[src/sv/dde_pkg.sv]
// ----------------------------------------------------------------------------
// dde_pkg - shared types and constants of the deadlock detection engine
// command codes, chain token format and load strobes used by the engine, cell and sequencer
// ----------------------------------------------------------------------------
package dde_pkg;

  // default sizes of the engine
  localparam int MAX_PROCS_DEF = 16;
  localparam int MAX_RES_DEF   = 16;

  // fixed field widths
  localparam int VALUE_W = 8;
  localparam int CMD_W   = 2;
  localparam int IDX_IN_W = 4;
  localparam int CNT_IN_W = 5;
  localparam int MASK_W  = 16;
  localparam int MASK_IW = 4;
  localparam int OUT_CNT_W = 5;
  // wide enough to hold any index or count up to the largest size (64)
  localparam int IDX_EXT_W = 7;

  // configuration register indexes
  localparam logic REG_PROCESS_COUNT  = 1'b0;
  localparam logic REG_RESOURCE_COUNT = 1'b1;

  typedef enum logic [CMD_W-1:0] {
    CMD_SET_TOTAL  = 2'd0,
    CMD_LOAD_REQ   = 2'd1,
    CMD_LOAD_ALLOC = 2'd2,
    CMD_RUN        = 2'd3
  } cmd_t;

  // operation carried by a token along the cell chain
  typedef enum logic [1:0] {
    OP_INIT  = 2'd0,
    OP_CHECK = 2'd1,
    OP_ADD   = 2'd2
  } op_t;

  typedef struct packed {
    logic valid;
    op_t  op;
    logic flag;
  } tok_t;

  // per-cell load strobes
  typedef struct packed {
    logic tot_we;
    logic req_we;
    logic alloc_we;
  } ld_t;

endpackage

[src/sv/deadlock_detection_engine.sv]
// ----------------------------------------------------------------------------
// deadlock_detection_engine - deadlock detection over a resource chain
// loads totals, request and allocation matrices, then runs detection
// ----------------------------------------------------------------------------
// Load items (set total, load request, load allocation) are taken one per
// cycle while no run holds the input channel, and give no result. A run
// item makes one result: the deadlock flag, the mask of unfinished
// processes (processes 0 to 15) and their count. The engine is a chain of
// MAX_RES resource cells; each cell holds the total, the work value and the
// request/allocation column of one resource in two small rams, and a token
// passes through stage a and then the output register of each cell. A run
// first forms work and the initial finished flags, then checks every
// unfinished process in passes (finished processes are skipped), starting
// another pass while any process finished in the last one, and at the end
// drains the chain and counts the unfinished processes. The input channel
// stalls for the whole run and opens again once the result sits in the
// output register. Reset needs no clearing pass: stores are undefined until
// written.
// ----------------------------------------------------------------------------
module deadlock_detection_engine #(
  parameter int MAX_PROCS = dde_pkg::MAX_PROCS_DEF,
  parameter int MAX_RES   = dde_pkg::MAX_RES_DEF
) (
  input  logic                           clk,
  input  logic                           rst_n,
  // configuration write port
  input  logic                           cfg_we,
  input  logic                           cfg_index,
  input  logic [dde_pkg::CNT_IN_W-1:0]   cfg_wdata,
  // input item channel
  input  logic                           in_valid,
  output logic                           in_stall,
  input  logic [dde_pkg::CMD_W-1:0]      in_command,
  input  logic [dde_pkg::IDX_IN_W-1:0]   in_process_index,
  input  logic [dde_pkg::IDX_IN_W-1:0]   in_resource_index,
  input  logic [dde_pkg::VALUE_W-1:0]    in_value,
  // result item channel
  output logic                           out_valid,
  input  logic                           out_stall,
  output logic                           out_deadlock,
  output logic [dde_pkg::MASK_W-1:0]     out_unfinished_mask,
  output logic [dde_pkg::OUT_CNT_W-1:0]  out_unfinished_count
);

  localparam int PW  = (MAX_PROCS > 1) ? $clog2(MAX_PROCS) : 1;
  localparam int CW  = $clog2(MAX_PROCS + 1);
  localparam int RCW = $clog2(MAX_RES + 1);
  localparam int XW  = dde_pkg::IDX_EXT_W;

  // configuration registers
  logic [dde_pkg::CNT_IN_W-1:0] pc_r, rc_r;
  logic [XW-1:0]                pc_ext, rc_ext;
  logic [CW-1:0]                np;
  logic [RCW-1:0]               nr;

  // input decode
  logic                         acc, run_go, busy;
  logic [XW-1:0]                proc_ext, res_ext;
  logic                         proc_ok, res_ok;
  logic [PW-1:0]                ld_addr;

  // cell chain links
  dde_pkg::tok_t                tok_w [MAX_RES+1];
  logic [PW-1:0]                p_w   [MAX_RES+1];

  always_ff @(posedge clk) begin
    if (!rst_n) begin
      pc_r <= dde_pkg::CNT_IN_W'(16);
      rc_r <= dde_pkg::CNT_IN_W'(16);
    end else if (cfg_we) begin
      if (cfg_index == dde_pkg::REG_PROCESS_COUNT) begin
        pc_r <= cfg_wdata;
      end
      if (cfg_index == dde_pkg::REG_RESOURCE_COUNT) begin
        rc_r <= cfg_wdata;
      end
    end
  end

  // counts above the chain size saturate
  assign pc_ext = XW'(pc_r);
  assign rc_ext = XW'(rc_r);
  assign np = (pc_ext > XW'(MAX_PROCS)) ? CW'(MAX_PROCS) : CW'(pc_ext);
  assign nr = (rc_ext > XW'(MAX_RES)) ? RCW'(MAX_RES) : RCW'(rc_ext);

  // run holds the input side until its result is registered
  assign in_stall = busy;
  assign acc      = in_valid && !in_stall;
  assign run_go   = acc && (in_command == dde_pkg::CMD_RUN);

  // loads outside the chain sizes (MAX_PROCS, MAX_RES) are dropped
  assign proc_ext = XW'(in_process_index);
  assign res_ext  = XW'(in_resource_index);
  assign proc_ok  = proc_ext < XW'(MAX_PROCS);
  assign res_ok   = res_ext < XW'(MAX_RES);
  assign ld_addr  = proc_ext[PW-1:0];

  for (genvar i = 0; i < MAX_RES; i++) begin : g_cell
    dde_pkg::ld_t ld;
    logic         sel;

    assign sel = acc && res_ok && (res_ext == XW'(i));
    assign ld.tot_we   = sel && (in_command == dde_pkg::CMD_SET_TOTAL);
    assign ld.req_we   = sel && proc_ok && (in_command == dde_pkg::CMD_LOAD_REQ);
    assign ld.alloc_we = sel && proc_ok && (in_command == dde_pkg::CMD_LOAD_ALLOC);

    dde_cell #(
      .IDX       (i),
      .MAX_PROCS (MAX_PROCS),
      .MAX_RES   (MAX_RES)
    ) u_cell (
      .clk      (clk),
      .rst_n    (rst_n),
      .start    (run_go),
      .ld       (ld),
      .ld_addr  (ld_addr),
      .ld_value (in_value),
      .nr       (nr),
      .tok_i    (tok_w[i]),
      .p_i      (p_w[i]),
      .tok_o    (tok_w[i+1]),
      .p_o      (p_w[i+1])
    );
  end

  // sequencer feeds the head of the chain and watches its tail
  dde_ctrl #(
    .MAX_PROCS (MAX_PROCS),
    .MAX_RES   (MAX_RES)
  ) u_ctrl (
    .clk          (clk),
    .rst_n        (rst_n),
    .run_go       (run_go),
    .np           (np),
    .exit_tok     (tok_w[MAX_RES]),
    .exit_p       (p_w[MAX_RES]),
    .inj_tok      (tok_w[0]),
    .inj_p        (p_w[0]),
    .busy         (busy),
    .out_stall    (out_stall),
    .out_valid    (out_valid),
    .out_deadlock (out_deadlock),
    .out_mask     (out_unfinished_mask),
    .out_count    (out_unfinished_count)
  );

endmodule

[src/sv/dde_ram.sv]
// ----------------------------------------------------------------------------
// dde_ram - generic simple dual-port ram
// one write port, one read port with registered read data
// ----------------------------------------------------------------------------
module dde_ram #(
  parameter int WIDTH = 8,
  parameter int DEPTH = 16
) (
  input  logic                                    clk,
  input  logic                                    we,
  input  logic [((DEPTH > 1) ? $clog2(DEPTH) : 1)-1:0] waddr,
  input  logic [WIDTH-1:0]                        wdata,
  input  logic [((DEPTH > 1) ? $clog2(DEPTH) : 1)-1:0] raddr,
  output logic [WIDTH-1:0]                        rdata
);

  logic [WIDTH-1:0] mem [DEPTH];
  logic [WIDTH-1:0] rdata_r;

  always_ff @(posedge clk) begin
    if (we) begin
      mem[waddr] <= wdata;
    end
    rdata_r <= mem[raddr];
  end

  assign rdata = rdata_r;

endmodule

[src/sv/dde_cell.sv]
// ----------------------------------------------------------------------------
// dde_cell - one resource column of the detection chain
// holds total, work and the request/allocation column of one resource type
// ----------------------------------------------------------------------------
module dde_cell #(
  parameter int IDX       = 0,
  parameter int MAX_PROCS = dde_pkg::MAX_PROCS_DEF,
  parameter int MAX_RES   = dde_pkg::MAX_RES_DEF,
  localparam int PW       = (MAX_PROCS > 1) ? $clog2(MAX_PROCS) : 1,
  localparam int RCW      = $clog2(MAX_RES + 1)
) (
  input  logic                        clk,
  input  logic                        rst_n,
  input  logic                        start,
  input  dde_pkg::ld_t                ld,
  input  logic [PW-1:0]               ld_addr,
  input  logic [dde_pkg::VALUE_W-1:0] ld_value,
  input  logic [RCW-1:0]              nr,
  input  dde_pkg::tok_t               tok_i,
  input  logic [PW-1:0]               p_i,
  output dde_pkg::tok_t               tok_o,
  output logic [PW-1:0]               p_o
);

  localparam int WORK_W = $clog2(MAX_PROCS) + 10;

  dde_pkg::tok_t              tok_a_r, tok_o_r, tok_nxt;
  logic [PW-1:0]              p_a_r, p_o_r;
  logic [dde_pkg::VALUE_W-1:0] total_r;
  logic signed [WORK_W-1:0]   work_r, work_nxt;
  logic [dde_pkg::VALUE_W-1:0] req_q, alloc_q;
  logic signed [WORK_W-1:0]   req_ext, alloc_ext;
  logic                       in_use;

  // read address follows the incoming token, data lines up with stage a
  dde_ram #(.WIDTH(dde_pkg::VALUE_W), .DEPTH(MAX_PROCS)) u_req_ram (
    .clk   (clk),
    .we    (ld.req_we),
    .waddr (ld_addr),
    .wdata (ld_value),
    .raddr (p_i),
    .rdata (req_q)
  );

  dde_ram #(.WIDTH(dde_pkg::VALUE_W), .DEPTH(MAX_PROCS)) u_alloc_ram (
    .clk   (clk),
    .we    (ld.alloc_we),
    .waddr (ld_addr),
    .wdata (ld_value),
    .raddr (p_i),
    .rdata (alloc_q)
  );

  assign req_ext   = WORK_W'(req_q);
  assign alloc_ext = WORK_W'(alloc_q);
  assign in_use    = RCW'(IDX) < nr;

  always_comb begin
    tok_nxt  = tok_a_r;
    work_nxt = work_r;
    if (start) begin
      work_nxt = WORK_W'(total_r);
    end else if (tok_a_r.valid && in_use) begin
      unique case (tok_a_r.op)
        dde_pkg::OP_INIT: begin
          work_nxt     = work_r - alloc_ext;
          tok_nxt.flag = tok_a_r.flag && (alloc_q == '0);
        end
        dde_pkg::OP_CHECK: begin
          tok_nxt.flag = tok_a_r.flag && (work_r >= req_ext);
        end
        dde_pkg::OP_ADD: begin
          work_nxt = work_r + alloc_ext;
        end
        default: begin
          tok_nxt = tok_a_r;
        end
      endcase
    end
  end

  always_ff @(posedge clk) begin
    if (!rst_n) begin
      tok_a_r.valid <= 1'b0;
      tok_o_r.valid <= 1'b0;
      work_r        <= '0;
    end else begin
      tok_a_r <= tok_i;
      tok_o_r <= tok_nxt;
      work_r  <= work_nxt;
    end
    p_a_r <= p_i;
    p_o_r <= p_a_r;
    if (ld.tot_we) begin
      total_r <= ld_value;
    end
  end

  assign tok_o = tok_o_r;
  assign p_o   = p_o_r;

endmodule

[src/sv/dde_ctrl.sv]
// ----------------------------------------------------------------------------
// dde_ctrl - run sequencer of the detection engine
// injects tokens into the cell chain, keeps finished flags, builds the result
// ----------------------------------------------------------------------------
module dde_ctrl #(
  parameter int MAX_PROCS = dde_pkg::MAX_PROCS_DEF,
  parameter int MAX_RES   = dde_pkg::MAX_RES_DEF,
  localparam int PW       = (MAX_PROCS > 1) ? $clog2(MAX_PROCS) : 1,
  localparam int CW       = $clog2(MAX_PROCS + 1)
) (
  input  logic                          clk,
  input  logic                          rst_n,
  input  logic                          run_go,
  input  logic [CW-1:0]                 np,
  input  dde_pkg::tok_t                 exit_tok,
  input  logic [PW-1:0]                 exit_p,
  output dde_pkg::tok_t                 inj_tok,
  output logic [PW-1:0]                 inj_p,
  output logic                          busy,
  input  logic                          out_stall,
  output logic                          out_valid,
  output logic                          out_deadlock,
  output logic [dde_pkg::MASK_W-1:0]    out_mask,
  output logic [dde_pkg::OUT_CNT_W-1:0] out_count
);

  localparam int DRAIN_LEN = 2 * MAX_RES;
  localparam int DW        = $clog2(DRAIN_LEN + 1);

  typedef enum logic [2:0] {
    S_IDLE, S_INIT, S_INIT_WAIT, S_SCAN, S_WAIT, S_DRAIN, S_COUNT, S_DONE
  } state_t;

  state_t                          state_r, state_nxt;
  logic [CW-1:0]                   p_r, p_nxt;
  logic                            chg_r, chg_nxt;
  logic [MAX_PROCS-1:0]            fin_r, fin_nxt;
  logic [DW-1:0]                   drn_r, drn_nxt;
  logic [CW-1:0]                   cnt_r, cnt_nxt;
  logic [dde_pkg::MASK_W-1:0]      mask_r, mask_nxt;
  logic                            out_valid_r, out_valid_nxt;
  logic                            out_deadlock_r, out_deadlock_nxt;
  logic [dde_pkg::MASK_W-1:0]      out_mask_r, out_mask_nxt;
  logic [dde_pkg::OUT_CNT_W-1:0]   out_count_r, out_count_nxt;

  logic [PW-1:0]                   pi;
  logic [dde_pkg::IDX_EXT_W-1:0]   pe;
  logic                            p_in_rng, fin_cur;
  logic                            exit_init, exit_chk, exit_last;

  assign pi        = p_r[PW-1:0];
  assign pe        = dde_pkg::IDX_EXT_W'(p_r);
  assign p_in_rng  = p_r < np;
  assign fin_cur   = fin_r[pi];
  assign exit_init = exit_tok.valid && (exit_tok.op == dde_pkg::OP_INIT);
  assign exit_chk  = exit_tok.valid && (exit_tok.op == dde_pkg::OP_CHECK);
  assign exit_last = CW'(exit_p) == (np - CW'(1));

  always_comb begin
    state_nxt        = state_r;
    p_nxt            = p_r;
    chg_nxt          = chg_r;
    fin_nxt          = fin_r;
    drn_nxt          = drn_r;
    cnt_nxt          = cnt_r;
    mask_nxt         = mask_r;
    out_valid_nxt    = out_valid_r;
    out_deadlock_nxt = out_deadlock_r;
    out_mask_nxt     = out_mask_r;
    out_count_nxt    = out_count_r;
    inj_tok.valid    = 1'b0;
    inj_tok.op       = dde_pkg::OP_INIT;
    inj_tok.flag     = 1'b1;
    inj_p            = pi;

    if (out_valid_r && !out_stall) begin
      out_valid_nxt = 1'b0;
    end
    // processes with no allocation start finished
    if (exit_init) begin
      fin_nxt[exit_p] = exit_tok.flag;
    end

    unique case (state_r)
      S_IDLE: begin
        if (run_go) begin
          fin_nxt   = '0;
          p_nxt     = '0;
          chg_nxt   = 1'b0;
          drn_nxt   = '0;
          state_nxt = (np == '0) ? S_DRAIN : S_INIT;
        end
      end
      S_INIT: begin
        inj_tok.valid = 1'b1;
        p_nxt         = p_r + CW'(1);
        if (p_r == (np - CW'(1))) begin
          state_nxt = S_INIT_WAIT;
        end
      end
      S_INIT_WAIT: begin
        if (exit_init && exit_last) begin
          p_nxt     = '0;
          chg_nxt   = 1'b0;
          state_nxt = S_SCAN;
        end
      end
      S_SCAN: begin
        if (!p_in_rng) begin
          p_nxt = '0;
          if (chg_r) begin
            chg_nxt = 1'b0;
          end else begin
            drn_nxt   = '0;
            state_nxt = S_DRAIN;
          end
        end else if (fin_cur) begin
          p_nxt = p_r + CW'(1);
        end else begin
          inj_tok.valid = 1'b1;
          inj_tok.op    = dde_pkg::OP_CHECK;
          state_nxt     = S_WAIT;
        end
      end
      S_WAIT: begin
        if (exit_chk) begin
          if (exit_tok.flag) begin
            // process finishes: hand its allocation back to work
            fin_nxt[pi]   = 1'b1;
            chg_nxt       = 1'b1;
            inj_tok.valid = 1'b1;
            inj_tok.op    = dde_pkg::OP_ADD;
          end
          p_nxt     = p_r + CW'(1);
          state_nxt = S_SCAN;
        end
      end
      S_DRAIN: begin
        if (drn_r == DW'(DRAIN_LEN)) begin
          p_nxt     = '0;
          cnt_nxt   = '0;
          mask_nxt  = '0;
          state_nxt = S_COUNT;
        end else begin
          drn_nxt = drn_r + DW'(1);
        end
      end
      S_COUNT: begin
        if (!p_in_rng) begin
          state_nxt = S_DONE;
        end else begin
          if (!fin_cur) begin
            cnt_nxt = cnt_r + CW'(1);
            if (pe < dde_pkg::IDX_EXT_W'(dde_pkg::MASK_W)) begin
              mask_nxt[pe[dde_pkg::MASK_IW-1:0]] = 1'b1;
            end
          end
          p_nxt = p_r + CW'(1);
        end
      end
      S_DONE: begin
        if (!out_valid_r || !out_stall) begin
          out_valid_nxt    = 1'b1;
          out_deadlock_nxt = cnt_r != '0;
          out_mask_nxt     = mask_r;
          out_count_nxt    = dde_pkg::OUT_CNT_W'(cnt_r);
          state_nxt        = S_IDLE;
        end
      end
      default: begin
        state_nxt = S_IDLE;
      end
    endcase
  end

  always_ff @(posedge clk) begin
    if (!rst_n) begin
      state_r     <= S_IDLE;
      out_valid_r <= 1'b0;
      chg_r       <= 1'b0;
      fin_r       <= '0;
    end else begin
      state_r     <= state_nxt;
      out_valid_r <= out_valid_nxt;
      chg_r       <= chg_nxt;
      fin_r       <= fin_nxt;
    end
    p_r            <= p_nxt;
    drn_r          <= drn_nxt;
    cnt_r          <= cnt_nxt;
    mask_r         <= mask_nxt;
    out_deadlock_r <= out_deadlock_nxt;
    out_mask_r     <= out_mask_nxt;
    out_count_r    <= out_count_nxt;
  end

  assign busy         = state_r != S_IDLE;
  assign out_valid    = out_valid_r;
  assign out_deadlock = out_deadlock_r;
  assign out_mask     = out_mask_r;
  assign out_count    = out_count_r;

  a_run_when_idle : assert property (@(posedge clk) disable iff (!rst_n)
    run_go |-> state_r == S_IDLE)
    else $error("run started while a run is in progress");

  a_exit_in_run : assert property (@(posedge clk) disable iff (!rst_n)
    exit_tok.valid |-> (state_r != S_IDLE && state_r != S_COUNT && state_r != S_DONE))
    else $error("token left the chain after the drain");

  a_wait_adds_only : assert property (@(posedge clk) disable iff (!rst_n)
    (state_r == S_WAIT && inj_tok.valid) |-> inj_tok.op == dde_pkg::OP_ADD)
    else $error("new check issued before the previous one resolved");

endmodule
[config.mk]
export PLATFORM = sky130hd
export DESIGN_NAME = deadlock_detection_engine
export DESIGN_NICKNAME = d
export VERILOG_FILES = /design/src/sv/dde_pkg.sv /design/src/sv/deadlock_detection_engine.sv /design/src/sv/dde_ram.sv /design/src/sv/dde_cell.sv /design/src/sv/dde_ctrl.sv
export SDC_FILE = /design/constraint.sdc
export NUM_CORES = 2
export LEC_CHECK = 0
export BUFFER_PORTS_ARGS = -buffer_cell sky130_fd_sc_hd__buf_2
export CAP_MARGIN = 20
export CORE_ASPECT_RATIO = 0.6
export CORE_UTILIZATION = 32
export CTS_BUF_LIST = sky130_fd_sc_hd__clkbuf_8 sky130_fd_sc_hd__clkbuf_16
export DETAILED_ROUTE_END_ITERATION = 8
export PLACE_DENSITY = 0.43
export SETUP_SLACK_MARGIN = 0.1
export SLEW_MARGIN = 20
export SYNTH_ARGS = -nofsm -noshare
export SYNTH_HDL_FRONTEND = slang
export SYNTH_HIERARCHICAL = 1
export SYNTH_SLANG_ARGS = --single-unit
[constraint.sdc]
create_clock -name clk -period 6.6 [get_ports clk]
set_input_delay 0.66 -clock clk [delete_from_list [all_inputs] [get_ports clk]]
set_output_delay 0.66 -clock clk [all_outputs]
set_load 0.05 [all_outputs]
* Yosys cells after proc, flatten, opt, wreduce, memory -nomap -nowiden *
Memories as Yosys holds them, arrays and structs flattened. A register that Yosys moved wholly into a read port is not among the register bits.
Cells that the tools add are included.

operators by class
  shift operators = 0
  reduce and logical (&&, ||, !) cells = 273
  mux-type cells = 220
  multiply operators = 0
  $lt $le $gt $ge = 42
  equality and inequality tests = 78
  bitwise gates (word level) = 5
  add/sub/neg operators = 36
  divide/modulo/power cells = 0

operators by type and width
  operator                                              count
  one-hot mux 14 bit (2 select lines)                   16
  2-to-1 mux 8 bit                                      32
  adder 14 x 9 -> 14 bit                                16
  >= comparator 14 x 9 -> 1 bit                         16
  subtractor 14 x 9 -> 14 bit                           16
  logical AND 1 bit                                     135
  logical NOT 8 bit                                     16
  2-to-1 mux 16 bit                                     8
  2-to-1 mux 1 bit                                      105
  AND reduction 2 bit                                   35
  nonzero test 2 bit                                    33
  one-hot mux 16 bit (2 select lines)                   2
  2-to-1 mux 5 bit                                      11
  nonzero test 3 bit                                    18
  2-to-1 mux 3 bit                                      15
  < comparator 4 x 5 -> 1 bit (first input constant)    8
  equality test 2 x 1 -> 1 bit (second input constant)  18
  equality test 2 bit (second input constant)           18
  logical NOT 2 bit                                     18
  one-hot mux 5 bit (7 select lines)                    1
  equality test 4 bit (second input constant)           8
  bitwise OR 16 bit                                     2
  one-hot mux 1 bit (2 select lines)                    16
  2-to-1 mux 6 bit                                      4
  other kinds (47)                                      87

word-level totals
  register bits after elaboration = 692
  memories kept = 32
  ROM bits = 0
  word-level logic and storage cells = 874
  latch bits = 0
  bits of input ports = 29
  bits in writable memories = 4,096
  output and inout bits = 24

memories
  name                               depth  width  read ports  clocked after memory_dff  wr ports  line           text
  g_cell[0].u_cell.u_alloc_ram.mem   16     8      1           1                         1         dde_ram.sv:17  logic [WIDTH-1:0] mem [DEPTH];
  g_cell[0].u_cell.u_req_ram.mem     16     8      1           1                         1         dde_ram.sv:17
  g_cell[10].u_cell.u_alloc_ram.mem  16     8      1           1                         1         dde_ram.sv:17
  g_cell[10].u_cell.u_req_ram.mem    16     8      1           1                         1         dde_ram.sv:17
  g_cell[11].u_cell.u_alloc_ram.mem  16     8      1           1                         1         dde_ram.sv:17
  g_cell[11].u_cell.u_req_ram.mem    16     8      1           1                         1         dde_ram.sv:17
  26 more memories                   -      -      -           -                         -         -

* Longest topological paths before layout *
  depth after elaboration = 10
  depth in mapped cells = 13
  mapped depth without buffers = 13

* By module *
The synthesis kept the hierarchy.

by module, submodules not included
  module                           times used  seq. area each (µm²)  area each (µm²)  cells each
  dde_ram                          32          4,003.8               5,147.4          229
  dde_cell (g_cell[0].u_cell ...)  2           900.9                 2,207.1          233
  dde_ctrl                         1           2,042.0               4,147.7          397
  dde_cell (g_cell[12].u_cell)     1           900.9                 2,367.3          248
  dde_cell (g_cell[4].u_cell)      1           900.9                 2,358.5          250
  dde_cell (g_cell[14].u_cell)     1           900.9                 2,319.7          252
  dde_cell (g_cell[3].u_cell)      1           900.9                 2,314.7          244
  dde_cell (g_cell[15].u_cell)     1           900.9                 2,303.5          251
  dde_cell (g_cell[6].u_cell)      1           900.9                 2,302.2          248
  dde_cell (g_cell[5].u_cell)      1           900.9                 2,273.4          242
  dde_cell (g_cell[13].u_cell)     1           900.9                 2,262.2          242
  dde_cell (g_cell[10].u_cell)     1           900.9                 2,249.7          236
  dde_cell (g_cell[7].u_cell)      1           900.9                 2,249.7          237
  dde_cell (g_cell[1].u_cell)      1           900.9                 2,244.7          238
  +4 rows                          -           -                     -                -

* Worst setup path after synthesis *
No wires, ideal clock.

  kind = register -> register
  start point = register u_ctrl.state_r[1]
  end point = register u_ctrl.drn_r[0], enable pin
  period minus slack after synthesis = 3,792 ps
  path buffers = 2
  setup time = 377 ps
  slack = 2,808 ps
  arrival time = 3,415 ps
  stages on the path, launching flop included = 9
  data required time = 6,223 ps
  cells stage by stage = dfxtp_1 buf_4 nor2_1 nand2_1 and4b_1 and3_1 clkbuf_1 a221oi_1 nor3_1

on the way
  word-level cells in the longest chain between the ends = 6
  elaborated cells on any way between the ends = 13
  those cells by class = eq/ne: 6; reduce/logical: 7

ends and longest elaborated chain
  what                                  line                             text
  from (decl)                           dde_ctrl.sv:34                   state_t state_r, state_nxt;
  from (signal assigned)                dde_ctrl.sv:183                  state_r <= state_nxt;
  nonzero test 3 bit                    dde_ctrl.sv:197                  assign busy = state_r != S_IDLE;
  via in_stall                          deadlock_detection_engine.sv:32  output logic in_stall,
  logical NOT 1 bit                     deadlock_detection_engine.sv:88  assign acc = in_valid && !in_stall;
  logical AND 1 bit                     deadlock_detection_engine.sv:88
  logical AND 1 bit                     deadlock_detection_engine.sv:89  assign run_go = acc && (in_command == dde_pkg::CMD_RUN);
  via run_go                            deadlock_detection_engine.sv:57  logic acc, run_go, busy;
  != test 2 bit (no source line)        -
  AND reduction 5 bit (no source line)  -
  to (signal assigned)                  dde_ctrl.sv:189                  drn_r <= drn_nxt;
  to (decl)                             dde_ctrl.sv:38                   logic [DW-1:0] drn_r, drn_nxt;

The timed path passes the listed nets, and every way through them passes these cells.
A chain may end at the register's enable or synchronous reset.

==> summary.txt <==
Floorplan
  • Ports: between 50 and 60
  • Initial core utilization: 0.322
  • # rows: around 230
  • DIE HEIGHT: between 600 and 700 µm
  • Die Footprint: ~650,000 µm²
  • Core area: around 640,000 µm²
  • Die W: 1040 µm

Setup path
  • Critical Path End: g_cell[10].u_cell/u_alloc_ram/mem[0][0]$_DFFE_PP_
  • Critical-path maximum fanout: 19
  • FF-to-FF Start: u_ctrl/state_r[0]$_SDFFE_PN0P_
  • R2r setup slk: around 1.6 ns
  • Reg2Reg Depth: 7
  • Crit. path cell count: 7
  • Arrival time at the worst endpoint: approximately 5.7 ns
  • Buf+Inv Stages, Crit Path: 1
  • Critical Path, Cell by Cell: nor2_1 -> nand2_1 -> nand4bb_2 -> buf_4 -> nor2_1 -> or3b_2 -> nor3_1
  • Critical path startpoint category: flop
  • Critical path endpoint category: flop
  • Critical path's top delay family: simple AND/OR/NAND/NOR gates
  • Capture point of the worst reg-to-reg path: g_cell[10].u_cell/u_alloc_ram/mem[0][0]$_DFFE_PP_
  • Critical Path RT: between 7 and 8 ns
  • CP peak stage delay: 0.88 ns
  • Setup CP Type: reg2reg
  • Worst Setup SP: u_ctrl/state_r[0]$_SDFFE_PN0P_
  • Critical-path top delay cell: nand4bb_2
  • Crit-path most repeated cell: nor2_1

STA
  • Setup TNS: 0 ns
  • Unrepaired setup endpoints after global routing: false
  • Slew HR: 0.211
  • Fin. Hold Viols: 0
  • Fin crit share: 0.762
  • Min Tclk post-route: about 5.0 ns
  • Least-Margin Pin Slew: about 1.2 ns
  • Final setup fails: 0
  • Fin. max-slew vios: 0
  • Max Clock Skew: roughly 0.08 ns
  • Max frequency: slightly below 0.2 GHz

Synthesis
  • Post-synth EDFFs: 4,374
  • Ys async rst share: 0
  • Mapped Cells: around 12,000
  • Post-synth cell types: about 130
  • Synth Cell Area: between 200,000 and 250,000 µm²
  • Flops & latches, synth: 5,045
  • Seq/Total Area, Yosys: 0.703
  • Net count after synthesis: 12,100
  • Syn Area/Cell: roughly 18 µm²
  • Warnings, synthesis: 6
  • Top_reg_cell synth: edfxtp_1

Power
  • Final Power: roughly 89 mW
  • Power Density: 383 nW/µm²
  • Leakage: approximately 77 nW
  • VDD IR max: 291 µV

Drt
  • DRT iter0 DRCs: around 11,000
  • Average routed wire per standard cell: about 26 µm
  • Via count: between 100k and 150k
  • DRT Pass-1 Iters: 8
  • DRC errors left: 0
  • Detail Route Antenna Nets: 0
  • Post-Route WL: between 500,000 and 600,000 µm
  • Routed vias/inst: roughly 5.2

Clocking
  • CTS buffer count: 492
  • Clk slew on worst S/H paths: 0.06 ns
  • Clock sinks: slightly above 5,000
  • Clk Latency, worst-skew pair: about 1.0 ns
  • CTS tree: yes
  • Worst-case clock buffer depth: 5
  • Htree depth: 5
  • Clock root buffer master: clkbuf_16

Placed design
  • Hpwl dp: 350,000 µm
  • GP Congestion: between 0.8 and 0.9
  • Port-buffer cells: 52
  • Placed inst area: approximately 220,000 µm²
  • Placed Cells: ~20,000

Global route
  • Met3 Track Usage GR: 0.0285
  • Busiest grt layer: met1
  • M1 GR Usage: 0.270
  • Largest net degree at the start of global routing: between 150 and 200
  • Overflow after GRT: 0
  • All-layer global routing usage: 0.168
  • Antenna violations before repair: 58
  • First-pass GRT wire length: roughly 800,000 µm
  • GR Util met2: 0.236
  • Number of global-route vias before repair: between 100k and 150k

Cells and area
  • Fillers: around 60,000
  • Final non-filler cell area: around 230,000 µm²
  • Fin util: 0.364
  • Multi-input gate area: ~57,000 µm²
  • Total Nets Final: between 10,000 and 15,000
  • Non-filler instance count after layout: ~21,000
  • Fraction of layout cells with a size suffix above 1: 0.150
  • Storage element area: 145,000 µm²
  • Layout area overhead: 12.8%

Flow run
  • Max_cap viols: 0

Status
  • Status: complete, no violations

Hold path
  • Worst hold path class: in2reg
  • Worst min-delay path startpoint: in_value[3]
==> Yosys cell counts (108+ instances only) <==
library cell / instances / area, µm²
a21oi_1: 388 / 1940
a22oi_1: 513 / 3850
buf_2: 116 / 581
dfxtp_1: 671 / 13400
edfxtp_1: 4374 / 131000
ha_1: 366 / 4580
inv_1: 245 / 920
mux4_1: 452 / 11900
mux4_2: 576 / 13000
nand2_1: 660 / 2480
nand2b_1: 120 / 751
nand3_1: 148 / 741
nor2_1: 764 / 2870
nor3_1: 219 / 1100
o21ai_0: 179 / 896
xnor2_1: 125 / 1090
xor2_1: 108 / 946
==> worst min path at each step <==
stage,to,cells past startpoint
2_1_floorplan,g_cell[0].u_cell/p_o[0]$_DFF_P_,0
3_3_place_gp,g_cell[5].u_cell/p_o[0]$_DFF_P_,0
3_5_place_dp,g_cell[5].u_cell/p_o[0]$_DFF_P_,0
4_1_cts,g_cell[14].u_cell/u_alloc_ram/mem[1][3]$_DFFE_PP_,1
5_1_grt,g_cell[14].u_cell/u_alloc_ram/mem[1][3]$_DFFE_PP_,1
6_report,g_cell[14].u_cell/u_alloc_ram/mem[1][3]$_DFFE_PP_,1
==> stage by stage <==
stage	setup slack, ns	hold WS [ns]
2_1_floorplan	2.81	0.310
3_3_place_gp	1.69	0.310
3_5_place_dp	1.55	0.312
4_1_cts	1.51	0.0266
5_1_grt	1.37	0.0293
6_report	1.57	0.0635
==> sequential cells by signal, summed over array words and instances, names as in the netlist, 16 cells and up <==
name and cells:
g_cell.u_cell/u_alloc_ram/mem 2048, g_cell.u_cell/u_req_ram/mem 2048, g_cell.u_cell/work_r 224, g_cell.u_cell/total_r 128, g_cell.u_cell/u_alloc_ram/rdata 128, g_cell.u_cell/u_req_ram/rdata 128, g_cell.u_cell/p_a_r 64, g_cell.u_cell/p_o 64
g_cell.u_cell/tok_a_r 64, g_cell.u_cell/tok_o 64, u_ctrl/fin_r 16, u_ctrl/mask_r 16, u_ctrl/out_mask 16
==> where the power goes <==
part,switching [mW],internal (mW),leakage (nW)
clock,12.3,16.3,8.36
combinational,12.5,9.34,23.5
sequential,2.47,36.2,44.9
total,27.2,61.8,76.8
==> kinds of logic after synthesis <==
family,Yosys count,share of synthesized area
AO/OA/AOI/OAI,1723,0.0579
XOR/XNOR,234,0.0100
adder cells (fa/ha/maj),382,0.0238
buffers and inverters,708,0.0213
flip-flops,5045,0.703
multiplexers,1093,0.124
other,1,0.0000182
AND/OR/NAND/NOR,2523,0.0606
==> worst register-to-register path, cell delays in order (launching register included) <==
cell and delay (ns):
dfxtp_1 0.49, nor2_1 0.39, nand2_1 0.44, nand4bb_2 0.89, buf_4 0.53, nor2_1 0.52
or3b_2 0.55, nor3_1 0.82
==> cell usage in the layout (no fill, tap or decap), types with 148 or more instances in the layout <==
cell type,instances
edfxtp_1,4374
a21oi_1,387
ha_1,366
nand2_1,660
clkbuf_16,497
o21ai_0,179
mux4_2,576
dfxtp_1,640
nand3_1,148
nor2_1,764
inv_1,336
mux4_1,452
a22oi_1,513
==> area by class of cell <==
class | count | share of cell area
sequential | 5045 | 0.623
clock buffer | 544 | 0.0563
tap | 8587 | 0.0462
multi-input combinational | 5956 | 0.247
timing repair buffer | 225 | 0.00941
clock inverter | 364 | 0.0137
inverter | 249 | 0.00402
antenna | 19 | 0.000205
==> routing by layer <==
metal	vias up	wire, µm
met3	671	35500
li1	47900	-
met4	0	9730
met1	57500	281000
met2	3609	230000
met5	-	0
==> what timing repair did <==
| action | 4_1_cts | 5_1_grt |
|---|---|---|
| hold buffers | 13 | 0 |
| setup buffers | 0 | 0 |
| resized for setup | 0 | 0 |
| hold endpoints to repair | 12 | 0 |
No activity file was read; power rests on OpenSTA's default activity.
